==> src/rtl/core/sma_pkg.sv <==
// ----------------------------------------------------------------------------
// sma_pkg
// fixed port widths and register constants shared by the moving average block
// ----------------------------------------------------------------------------
package sma_pkg;

	// width of the window length register write data
	localparam int CFG_W = 7;

	// width of the price sample port (Q16.16)
	localparam int PRICE_IN_W = 32;

	// width of the average result port (Q16.16)
	localparam int AVG_W = 32;

	// window length after reset
	localparam logic [CFG_W-1:0] WINDOW_RESET = 7'd5;

endpackage

==> src/rtl/core/sma_front.sv <==
// ----------------------------------------------------------------------------
// sma_front
// sample intake: ring store, running window sum and fill count
// ----------------------------------------------------------------------------
module sma_front #(
	parameter int MAX_WINDOW  = 64,
	parameter int PRICE_WIDTH = 32,
	localparam int IDX_W = $clog2(MAX_WINDOW),
	localparam int LEN_W = $clog2(MAX_WINDOW + 1),
	localparam int SUM_W = PRICE_WIDTH + $clog2(MAX_WINDOW)
) (
	input  logic                           clk,
	input  logic                           arst_n,
	input  logic [sma_pkg::PRICE_IN_W-1:0] close_price,
	input  logic                           sample_valid,
	output logic                           sample_ready,
	input  logic [sma_pkg::CFG_W-1:0]      window_length,
	input  logic                           cfg_valid,
	output logic                           cfg_ready,
	output logic                           push_valid,
	input  logic                           push_ready,
	output logic [SUM_W-1:0]               push_sum,
	output logic [LEN_W-1:0]               push_len,
	output logic                           push_vld
);
	import sma_pkg::*;

	localparam int AW = IDX_W + 1;

	function automatic logic [LEN_W-1:0] eff_len(input logic [CFG_W-1:0] v);
		logic [LEN_W-1:0] r;
		if (v == '0) begin
			r = LEN_W'(1);
		end else if (int'(v) > MAX_WINDOW) begin
			r = LEN_W'(MAX_WINDOW);
		end else begin
			r = LEN_W'(v);
		end
		return r;
	endfunction

	localparam logic [LEN_W-1:0] LEN_RESET = eff_len(WINDOW_RESET);

	logic [PRICE_WIDTH-1:0] mem [MAX_WINDOW];
	logic [PRICE_WIDTH-1:0] sample_s1;
	logic [PRICE_WIDTH-1:0] old_s1;
	logic                   drop_s1;
	logic                   busy_q;
	logic [LEN_W-1:0]       len_q;
	logic [LEN_W-1:0]       seen_q;
	logic [IDX_W-1:0]       pos_q;
	logic [SUM_W-1:0]       sum_q;

	logic             accept;
	logic             cfg_accept;
	logic [AW-1:0]    old_base;
	logic [IDX_W-1:0] old_addr;
	logic [SUM_W-1:0] sum_next;
	logic [LEN_W-1:0] seen_next;
	logic [IDX_W-1:0] pos_next;

	assign sample_ready = !busy_q && push_ready;
	assign cfg_ready    = 1'b1;
	assign accept       = sample_valid && sample_ready;
	assign cfg_accept   = cfg_valid && cfg_ready;

	// oldest window entry: pos - len, modulo the store depth
	always_comb begin
		old_base = AW'(pos_q) + AW'(MAX_WINDOW) - AW'(len_q);
		if (old_base >= AW'(MAX_WINDOW)) begin
			old_addr = IDX_W'(old_base - AW'(MAX_WINDOW));
		end else begin
			old_addr = IDX_W'(old_base);
		end
	end

	always_comb begin
		sum_next = sum_q + SUM_W'(sample_s1);
		if (drop_s1) begin
			sum_next = sum_next - SUM_W'(old_s1);
		end
		seen_next = (seen_q == LEN_W'(MAX_WINDOW)) ? seen_q : seen_q + LEN_W'(1);
		pos_next  = (pos_q == IDX_W'(MAX_WINDOW - 1)) ? '0 : pos_q + IDX_W'(1);
	end

	assign push_valid = busy_q;
	assign push_sum   = sum_next;
	assign push_len   = len_q;
	assign push_vld   = seen_next >= len_q;

	// store read and write
	always_ff @(posedge clk) begin
		if (accept) begin
			sample_s1 <= PRICE_WIDTH'(close_price);
			old_s1    <= mem[old_addr];
		end
		if (busy_q) begin
			mem[pos_q] <= sample_s1;
		end
	end

	always_ff @(posedge clk or negedge arst_n) begin
		if (!arst_n) begin
			busy_q  <= 1'b0;
			drop_s1 <= 1'b0;
			len_q   <= LEN_RESET;
			seen_q  <= '0;
			pos_q   <= '0;
			sum_q   <= '0;
		end else begin
			if (cfg_accept) begin
				len_q  <= eff_len(window_length);
				seen_q <= '0;
				pos_q  <= '0;
				sum_q  <= '0;
			end else if (busy_q) begin
				seen_q <= seen_next;
				pos_q  <= pos_next;
				sum_q  <= sum_next;
			end
			if (accept) begin
				busy_q  <= 1'b1;
				drop_s1 <= seen_q >= len_q;
			end else if (busy_q) begin
				busy_q <= 1'b0;
			end
		end
	end

`ifndef NO_ASSERTIONS
	a_push_room: assert property (@(posedge clk) disable iff (!arst_n)
		busy_q |-> push_ready)
		else $error("update cycle found the queue full");
	a_seen_sat: assert property (@(posedge clk) disable iff (!arst_n)
		seen_q <= LEN_W'(MAX_WINDOW))
		else $error("fill count beyond store depth");
	a_pos_range: assert property (@(posedge clk) disable iff (!arst_n)
		pos_q <= IDX_W'(MAX_WINDOW - 1))
		else $error("write position out of range");
`endif

endmodule

==> src/rtl/core/sma_queue.sv <==
// ----------------------------------------------------------------------------
// sma_queue
// two-entry queue between intake and divider
// ----------------------------------------------------------------------------
module sma_queue #(
	parameter int DATA_W = 46
) (
	input  logic              clk,
	input  logic              arst_n,
	input  logic              push_valid,
	output logic              push_ready,
	input  logic [DATA_W-1:0] push_data,
	output logic              pop_valid,
	input  logic              pop_ready,
	output logic [DATA_W-1:0] pop_data
);
	import sma_pkg::*;

	logic [DATA_W-1:0] ent_q [2];
	logic              wr_ptr_q;
	logic              rd_ptr_q;
	logic [1:0]        cnt_q;
	logic              do_push;
	logic              do_pop;

	assign push_ready = cnt_q != 2'd2;
	assign pop_valid  = cnt_q != 2'd0;
	assign pop_data   = ent_q[rd_ptr_q];
	assign do_push    = push_valid && push_ready;
	assign do_pop     = pop_valid && pop_ready;

	always_ff @(posedge clk) begin
		if (do_push) begin
			ent_q[wr_ptr_q] <= push_data;
		end
	end

	always_ff @(posedge clk or negedge arst_n) begin
		if (!arst_n) begin
			wr_ptr_q <= 1'b0;
			rd_ptr_q <= 1'b0;
			cnt_q    <= 2'd0;
		end else begin
			if (do_push) begin
				wr_ptr_q <= !wr_ptr_q;
			end
			if (do_pop) begin
				rd_ptr_q <= !rd_ptr_q;
			end
			if (do_push && !do_pop) begin
				cnt_q <= cnt_q + 2'd1;
			end else if (do_pop && !do_push) begin
				cnt_q <= cnt_q - 2'd1;
			end
		end
	end

endmodule

==> src/rtl/core/sma_back.sv <==
// ----------------------------------------------------------------------------
// sma_back
// bit-serial divider for sum / length and the result register
// ----------------------------------------------------------------------------
module sma_back #(
	parameter int MAX_WINDOW  = 64,
	parameter int PRICE_WIDTH = 32,
	localparam int LEN_W = $clog2(MAX_WINDOW + 1),
	localparam int SUM_W = PRICE_WIDTH + $clog2(MAX_WINDOW)
) (
	input  logic                      clk,
	input  logic                      arst_n,
	input  logic                      pop_valid,
	output logic                      pop_ready,
	input  logic [SUM_W-1:0]          pop_sum,
	input  logic [LEN_W-1:0]          pop_len,
	input  logic                      pop_vld,
	output logic                      result_valid,
	input  logic                      result_ready,
	output logic [sma_pkg::AVG_W-1:0] average,
	output logic                      average_valid
);
	import sma_pkg::*;

	localparam int CNT_W = $clog2(SUM_W);

	typedef enum logic [1:0] {ST_IDLE, ST_DIV, ST_HOLD} state_t;

	state_t           state_q;
	logic [SUM_W-1:0] dvd_q;
	logic [LEN_W-1:0] rem_q;
	logic [LEN_W-1:0] div_q;
	logic [CNT_W-1:0] cnt_q;
	logic             vld_q;
	logic             result_valid_q;
	logic [AVG_W-1:0] average_q;
	logic             average_valid_q;

	logic [LEN_W:0]   rem_sh;
	logic             ge;
	logic [LEN_W:0]   rem_next;

	assign pop_ready     = state_q == ST_IDLE;
	assign result_valid  = result_valid_q;
	assign average       = average_q;
	assign average_valid = average_valid_q;

	// one quotient bit per cycle
	always_comb begin
		rem_sh   = {rem_q, dvd_q[SUM_W-1]};
		ge       = rem_sh >= {1'b0, div_q};
		rem_next = ge ? rem_sh - {1'b0, div_q} : rem_sh;
	end

	always_ff @(posedge clk or negedge arst_n) begin
		if (!arst_n) begin
			state_q         <= ST_IDLE;
			dvd_q           <= '0;
			rem_q           <= '0;
			div_q           <= '0;
			cnt_q           <= '0;
			vld_q           <= 1'b0;
			result_valid_q  <= 1'b0;
			average_q       <= '0;
			average_valid_q <= 1'b0;
		end else begin
			// result register: load from hold, else clear once taken
			if (state_q == ST_HOLD && (!result_valid_q || result_ready)) begin
				result_valid_q <= 1'b1;
			end else if (result_valid_q && result_ready) begin
				result_valid_q <= 1'b0;
			end
			unique case (state_q)
				ST_IDLE: begin
					if (pop_valid) begin
						rem_q <= '0;
						div_q <= pop_len;
						cnt_q <= CNT_W'(SUM_W - 1);
						vld_q <= pop_vld;
						if (pop_vld) begin
							dvd_q   <= pop_sum;
							state_q <= ST_DIV;
						end else begin
							dvd_q   <= '0;
							state_q <= ST_HOLD;
						end
					end
				end
				ST_DIV: begin
					rem_q <= rem_next[LEN_W-1:0];
					dvd_q <= {dvd_q[SUM_W-2:0], ge};
					if (cnt_q == '0) begin
						state_q <= ST_HOLD;
					end else begin
						cnt_q <= cnt_q - CNT_W'(1);
					end
				end
				ST_HOLD: begin
					if (!result_valid_q || result_ready) begin
						average_q       <= AVG_W'(dvd_q);
						average_valid_q <= vld_q;
						state_q         <= ST_IDLE;
					end
				end
				default: begin
					state_q <= ST_IDLE;
				end
			endcase
		end
	end

`ifndef NO_ASSERTIONS
	a_div_nonzero: assert property (@(posedge clk) disable iff (!arst_n)
		state_q == ST_DIV |-> div_q != '0)
		else $error("division by zero length");
	a_zero_invalid: assert property (@(posedge clk) disable iff (!arst_n)
		result_valid_q && !average_valid_q |-> average_q == '0)
		else $error("nonzero average on a not-ready window");
	a_cnt_range: assert property (@(posedge clk) disable iff (!arst_n)
		state_q == ST_DIV |-> cnt_q <= CNT_W'(SUM_W - 1))
		else $error("divider step count out of range");
`endif

endmodule

==> src/rtl/core/simple_moving_average_unit.sv <==
// ----------------------------------------------------------------------------
// simple_moving_average_unit
// moving average of Q16.16 price samples over a programmable window
// ----------------------------------------------------------------------------
// Each accepted close_price request yields one result request holding the
// truncated mean of the newest window_length samples in Q16.16. Until
// window_length samples have arrived since reset or the last register write,
// the result is a zero average with average_valid low. A window length of
// zero acts as one, and values above MAX_WINDOW act as MAX_WINDOW. Writing
// window_length clears the sample history; write it only while the unit is
// idle. The intake side reads the leaving sample from the ring store and
// updates a running sum: a store read step, then a sum update and write
// step. It takes no new sample until that update is done and the queue has
// room. A two-entry queue hands each sum to a restoring divider that
// produces one quotient bit per cycle for a sample whose window is full.
// That divider sets the sustained rate. A sample whose window is not yet
// full skips the divider. The output register lets the next sample move
// through while a result waits.
// ----------------------------------------------------------------------------
module simple_moving_average_unit #(
	parameter int MAX_WINDOW  = 64,
	parameter int PRICE_WIDTH = 32
) (
	input  logic                           clk,
	input  logic                           arst_n,
	// sample channel
	input  logic                           sample_valid,
	output logic                           sample_ready,
	input  logic [sma_pkg::PRICE_IN_W-1:0] close_price,
	// result channel
	output logic                           result_valid,
	input  logic                           result_ready,
	output logic [sma_pkg::AVG_W-1:0]      average,
	output logic                           average_valid,
	// window length register write
	input  logic                           cfg_valid,
	output logic                           cfg_ready,
	input  logic [sma_pkg::CFG_W-1:0]      window_length
);
	import sma_pkg::*;

	localparam int LEN_W = $clog2(MAX_WINDOW + 1);
	localparam int SUM_W = PRICE_WIDTH + $clog2(MAX_WINDOW);
	localparam int QW    = 1 + LEN_W + SUM_W;

	// intake to queue
	logic             push_valid;
	logic             push_ready;
	logic [SUM_W-1:0] push_sum;
	logic [LEN_W-1:0] push_len;
	logic             push_vld;

	// queue to divider
	logic             pop_valid;
	logic             pop_ready;
	logic [QW-1:0]    pop_data;

	// ring store, running sum, fill count and window register
	sma_front #(
		.MAX_WINDOW  (MAX_WINDOW),
		.PRICE_WIDTH (PRICE_WIDTH)
	) u_front (
		.clk           (clk),
		.arst_n        (arst_n),
		.close_price   (close_price),
		.sample_valid  (sample_valid),
		.sample_ready  (sample_ready),
		.window_length (window_length),
		.cfg_valid     (cfg_valid),
		.cfg_ready     (cfg_ready),
		.push_valid    (push_valid),
		.push_ready    (push_ready),
		.push_sum      (push_sum),
		.push_len      (push_len),
		.push_vld      (push_vld)
	);

	// entry layout: {window full, length, sum}
	sma_queue #(
		.DATA_W (QW)
	) u_queue (
		.clk        (clk),
		.arst_n     (arst_n),
		.push_valid (push_valid),
		.push_ready (push_ready),
		.push_data  ({push_vld, push_len, push_sum}),
		.pop_valid  (pop_valid),
		.pop_ready  (pop_ready),
		.pop_data   (pop_data)
	);

	// serial divider and output register
	sma_back #(
		.MAX_WINDOW  (MAX_WINDOW),
		.PRICE_WIDTH (PRICE_WIDTH)
	) u_back (
		.clk           (clk),
		.arst_n        (arst_n),
		.pop_valid     (pop_valid),
		.pop_ready     (pop_ready),
		.pop_sum       (pop_data[SUM_W-1:0]),
		.pop_len       (pop_data[SUM_W+LEN_W-1:SUM_W]),
		.pop_vld       (pop_data[QW-1]),
		.result_valid  (result_valid),
		.result_ready  (result_ready),
		.average       (average),
		.average_valid (average_valid)
	);

endmodule

==> config.mk <==
export PLATFORM = sky130hd
export DESIGN_NAME = simple_moving_average_unit
export DESIGN_NICKNAME = d
export VERILOG_FILES = /design/src/rtl/core/sma_pkg.sv /design/src/rtl/core/sma_front.sv /design/src/rtl/core/sma_queue.sv /design/src/rtl/core/sma_back.sv /design/src/rtl/core/simple_moving_average_unit.sv
export SDC_FILE = /design/constraint.sdc
export NUM_CORES = 2
export LEC_CHECK = 0
export BUFFER_PORTS_ARGS = -buffer_cell sky130_fd_sc_hd__buf_2
export CORE_AREA = 2 2 290 578
export DETAILED_ROUTE_END_ITERATION = 12
export DIE_AREA = 0 0 292 580
export HOLD_SLACK_MARGIN = 0.1
export PLACE_DENSITY_LB_ADDON = 0.12
export SETUP_SLACK_MARGIN = 0.1
export SLEW_MARGIN = 40
export SYNTH_ARGS = -nofsm -noshare
export SYNTH_HDL_FRONTEND = slang
export SYNTH_HIERARCHICAL = 1
export SYNTH_SLANG_ARGS = --single-unit
==> constraint.sdc <==
create_clock -name clk -period 11.3 [get_ports clk]
set_clock_uncertainty 0.1 [all_clocks]
set_input_delay 2.26 -clock clk [delete_from_list [all_inputs] [get_ports clk]]
set_output_delay 2.26 -clock clk [all_outputs]
set_load 0.1 [all_outputs]
==> qor.yml <==
yosys_warnings: 6
finalMaxSlewViolations: 0
synth_largest_area_cell: "edfxtp_1"
setup_violations: 0
grt_usage_pct: 28.0
ir_worst_vdd_mv: 0.294
fill_cells: 11000
dpl-instance-area_um2: 98900
synthTopCellsByArea: "edfxtp_1, mux4_2, dfrtp_1, ha_1, a21oi_1"
async_flop_share_pct: 6.73
port_buffers: 78
synth_edf_count: 2204
drive_gt1_share_pct: 27.2
die_w_um: 292
total_leakage_power_nw: 34.7
slew_headroom_pct: 39.3
synth-seq-area-share_pct: 73.8
cts_tree: "done"
critPathArrivalTime_ns: 6.38
firstDrtPassIters: 8
status: "complete, no violations"
vias: 46700
endpoint_kind: "flop"
first_global_vias: 47900
cp_max_fo: 66
synth_flop_cell: "edfxtp_1"
synth-seq-cells: 2363
cts_inserted_buffers: 203
post_cts_resized: 0
reg2reg_depth: 20
power.density_nw_per_um2: 248
htreeDepth: 4
syn_nets: 4780
start_kind: "flop"
fin_setup_tns_ns: 0
power_mw: 26.2
m1WireLength_mm: 83.0
wirelength_mm: 235
insertion_delay_ns: 0.83
max_freq_ghz: 0.172
worst_pin_slew_ns: 0.910
drt-initial-drc-count: 4858
worstPathRequired_ns: 11.88
rsz0062_at_grt: "false"
synth_top_cell_area_share_pct: 69.6
hold_start: "u_front/push_len[3]$_DFFE_PN0P_"
yosysUniqueCellTypes: 81
cts_setup_buffers: 0
dpl.hpwl_mm: 135
viasPerCell: 6.56
drcViolationCount: 0
drt-wirelength-per-cell_um: 33.0
final_area_um2: 106000
die-area_um2: 169000
start_util_pct: 57.6
cap_violations: 0
syn_inst: 4636
cts_buffer_depth: 4
antenna_found_initial: 6
area_growth_pct: 11.1
clkSinkCount: 2363
hold_violations: 0
critPathKind: "reg -> reg"
synth_area_um2: 95000
die_height_um: 580
root_buffer: "clkbuf_16"
ant_nets: 0
hold_class: "reg -> reg"
fin_crit_sh_pct: 51.4
period_needed_ns: 5.80
ios: 80
clkTransAtPathRegs_ns: 0.07
hold_path_depth: 0
nets: 4970
cp-startpoint: "u_front/sample_s1[1]$_DFFE_PP_"
globalRouteOverflowTotal: 0
grt_max_degree: 111
coreArea_um2: 165000
gp_congestion: 0.925
postSynthAreaPerCell_um2: 20.5
cts_hold_buf: 0
routed.top_layer: "met4"
grt_pass1_wl_mm: 337
met3_length_mm: 14.0
r2r_start: "u_front/sample_s1[1]$_DFFE_PP_"
num_rows: 211
met2WireLength_mm: 128
[metal layers]
| metal | global-route usage (%) | vias up |
|---|---|---|
| li1 | - | 19400 |
| met1 | 34.4 | 25100 |
| met2 | 50.7 | 1750 |
| met3 | 3.21 | 452 |
| met4 | 11.3 | 0 |
| met5 | 0 | - |
[critical path: stages (launching register included)]
cell	delay, ns
edfxtp_1	0.32
buf_4	0.50
ha_1	0.36
a211oi_1	0.31
o21bai_1	0.13
a21oi_1	0.37
o31ai_1	0.19
a31oi_1	0.39
o21a_1	0.20
o21ai_0	0.10
xor2_1	0.23
ha_1	0.34
a21o_1	0.20
a21o_1	0.17
a221o_1	0.32
a31oi_4	0.23
o31ai_2	0.13
a21oi_1	0.40
nand3_2	0.17
nor3b_1	0.17
a311o_1	0.33
[kinds of logic (layout without fill, tap and decap cells)]
group / after synthesis / after routing / synth area share (%)
xor+xnor: 96 / 96 / 0.912
mux: 789 / 789 / 17.0
other cells: 1 / 5 / 0.00395
buf+inv: 315 / 659 / 1.36
flops: 2363 / 2363 / 73.8
compound gates: 430 / 430 / 2.84
fa+ha+maj: 100 / 100 / 1.35
simple gates: 542 / 542 / 2.72
[metrics by stage]
stage	utilization [%]	worst slack, ns	instances	hold slack [ns]
after global placement	59.9	5.44	6744	0.351
after detailed placement	59.9	5.62	6746	0.360
after global routing	64.0	5.21	7114	0.392
final	64.0	5.50	7114	0.375
after floorplan	-	6.07	4636	0.342
after CTS	63.9	5.58	7105	0.376
[cell usage after synthesis (15+ instances only)]
cell type / n
edfxtp_1: 2204
clkbuf_1: 145
a21oi_1: 155
nor3_1: 19
xnor2_1: 61
a21o_1: 38
o21ai_0: 87
nor2_1: 172
mux2i_1: 51
inv_1: 76
mux4_2: 640
nand2_1: 147
nand2b_1: 16
o21a_1: 15
mux2_4: 30
nand4_1: 24
dfrtp_1: 157
mux2_2: 68
buf_1: 40
a211oi_1: 40
xor2_1: 33
ha_1: 96
nand3_1: 23
buf_2: 46
nor2b_1: 44
o211ai_1: 15
and3_1: 45
[layout make-up]
| class | count | area, um2 | share of cell area (%) |
|---|---|---|---|
| sequential | 2363 | 70200 | 66.5 |
| tap | 2130 | 2670 | 2.52 |
| antenna | 4 | 10.0 | 0.00948 |
| clock inverter | 100 | 1120 | 1.06 |
| multi-input combinational | 1958 | 24200 | 22.9 |
| timing repair buffer | 223 | 1710 | 1.62 |
| clock buffer | 259 | 5440 | 5.16 |
| inverter | 77 | 289 | 0.274 |
[layout by cell type, fill, tap and decap left out, types with 30 or more instances in the layout]
cell type / count
a211oi_1: 34
a21o_1: 38
a21oi_1: 155
and3_1: 44
buf_2: 77
buf_4: 117
clkbuf_1: 44
clkbuf_16: 206
clkinv_1: 32
clkinv_2: 34
dfrtp_1: 155
edfxtp_1: 2204
ha_1: 95
inv_1: 76
mux2_2: 68
mux2_4: 30
mux2i_1: 51
mux4_2: 640
nand2_1: 147
nor2_1: 109
nor2_4: 63
nor2b_1: 43
o21ai_0: 86
xnor2_1: 58
xor2_1: 32
[path summary, 6_finish.rpt]
kind                                                  end  slack (ns)
setup / recovery            u_front/sum_q[34]$_DFFE_PN0P_        5.50
hold / removal             u_queue/ent_q[1][41]$_DFFE_PP_        0.38
setup reg to reg            u_front/sum_q[34]$_DFFE_PN0P_        5.50
hold reg to reg            u_queue/ent_q[1][41]$_DFFE_PP_        0.38
max in group asynchronous    u_queue/rd_ptr_q$_DFFE_PN0P_        8.95
min in group asynchronous   u_front/sum_q[25]$_DFFE_PN0P_        1.24
[flip-flops by register name, indices dropped and copies added (netlist names), 7 cells and up]
signal / cells
u_back/dvd_q: 38
u_front/seen_q: 7
u_front/sum_q: 38
u_back/average: 32
u_front/old_s1: 32
u_front/sample_s1: 32
u_front/push_len: 7
u_front/mem: 2048
u_queue/ent_q: 92
u_back/div_q: 7
u_back/rem_q: 7
[power by group]
group	internal, mW	total [mW]	switching [mW]
combinational	3.37	8.30	4.93
sequential	10.6	10.8	0.245
clock	3.97	7.03	3.06
total	17.9	26.2	8.24
(Power assumes the default switching activity.)
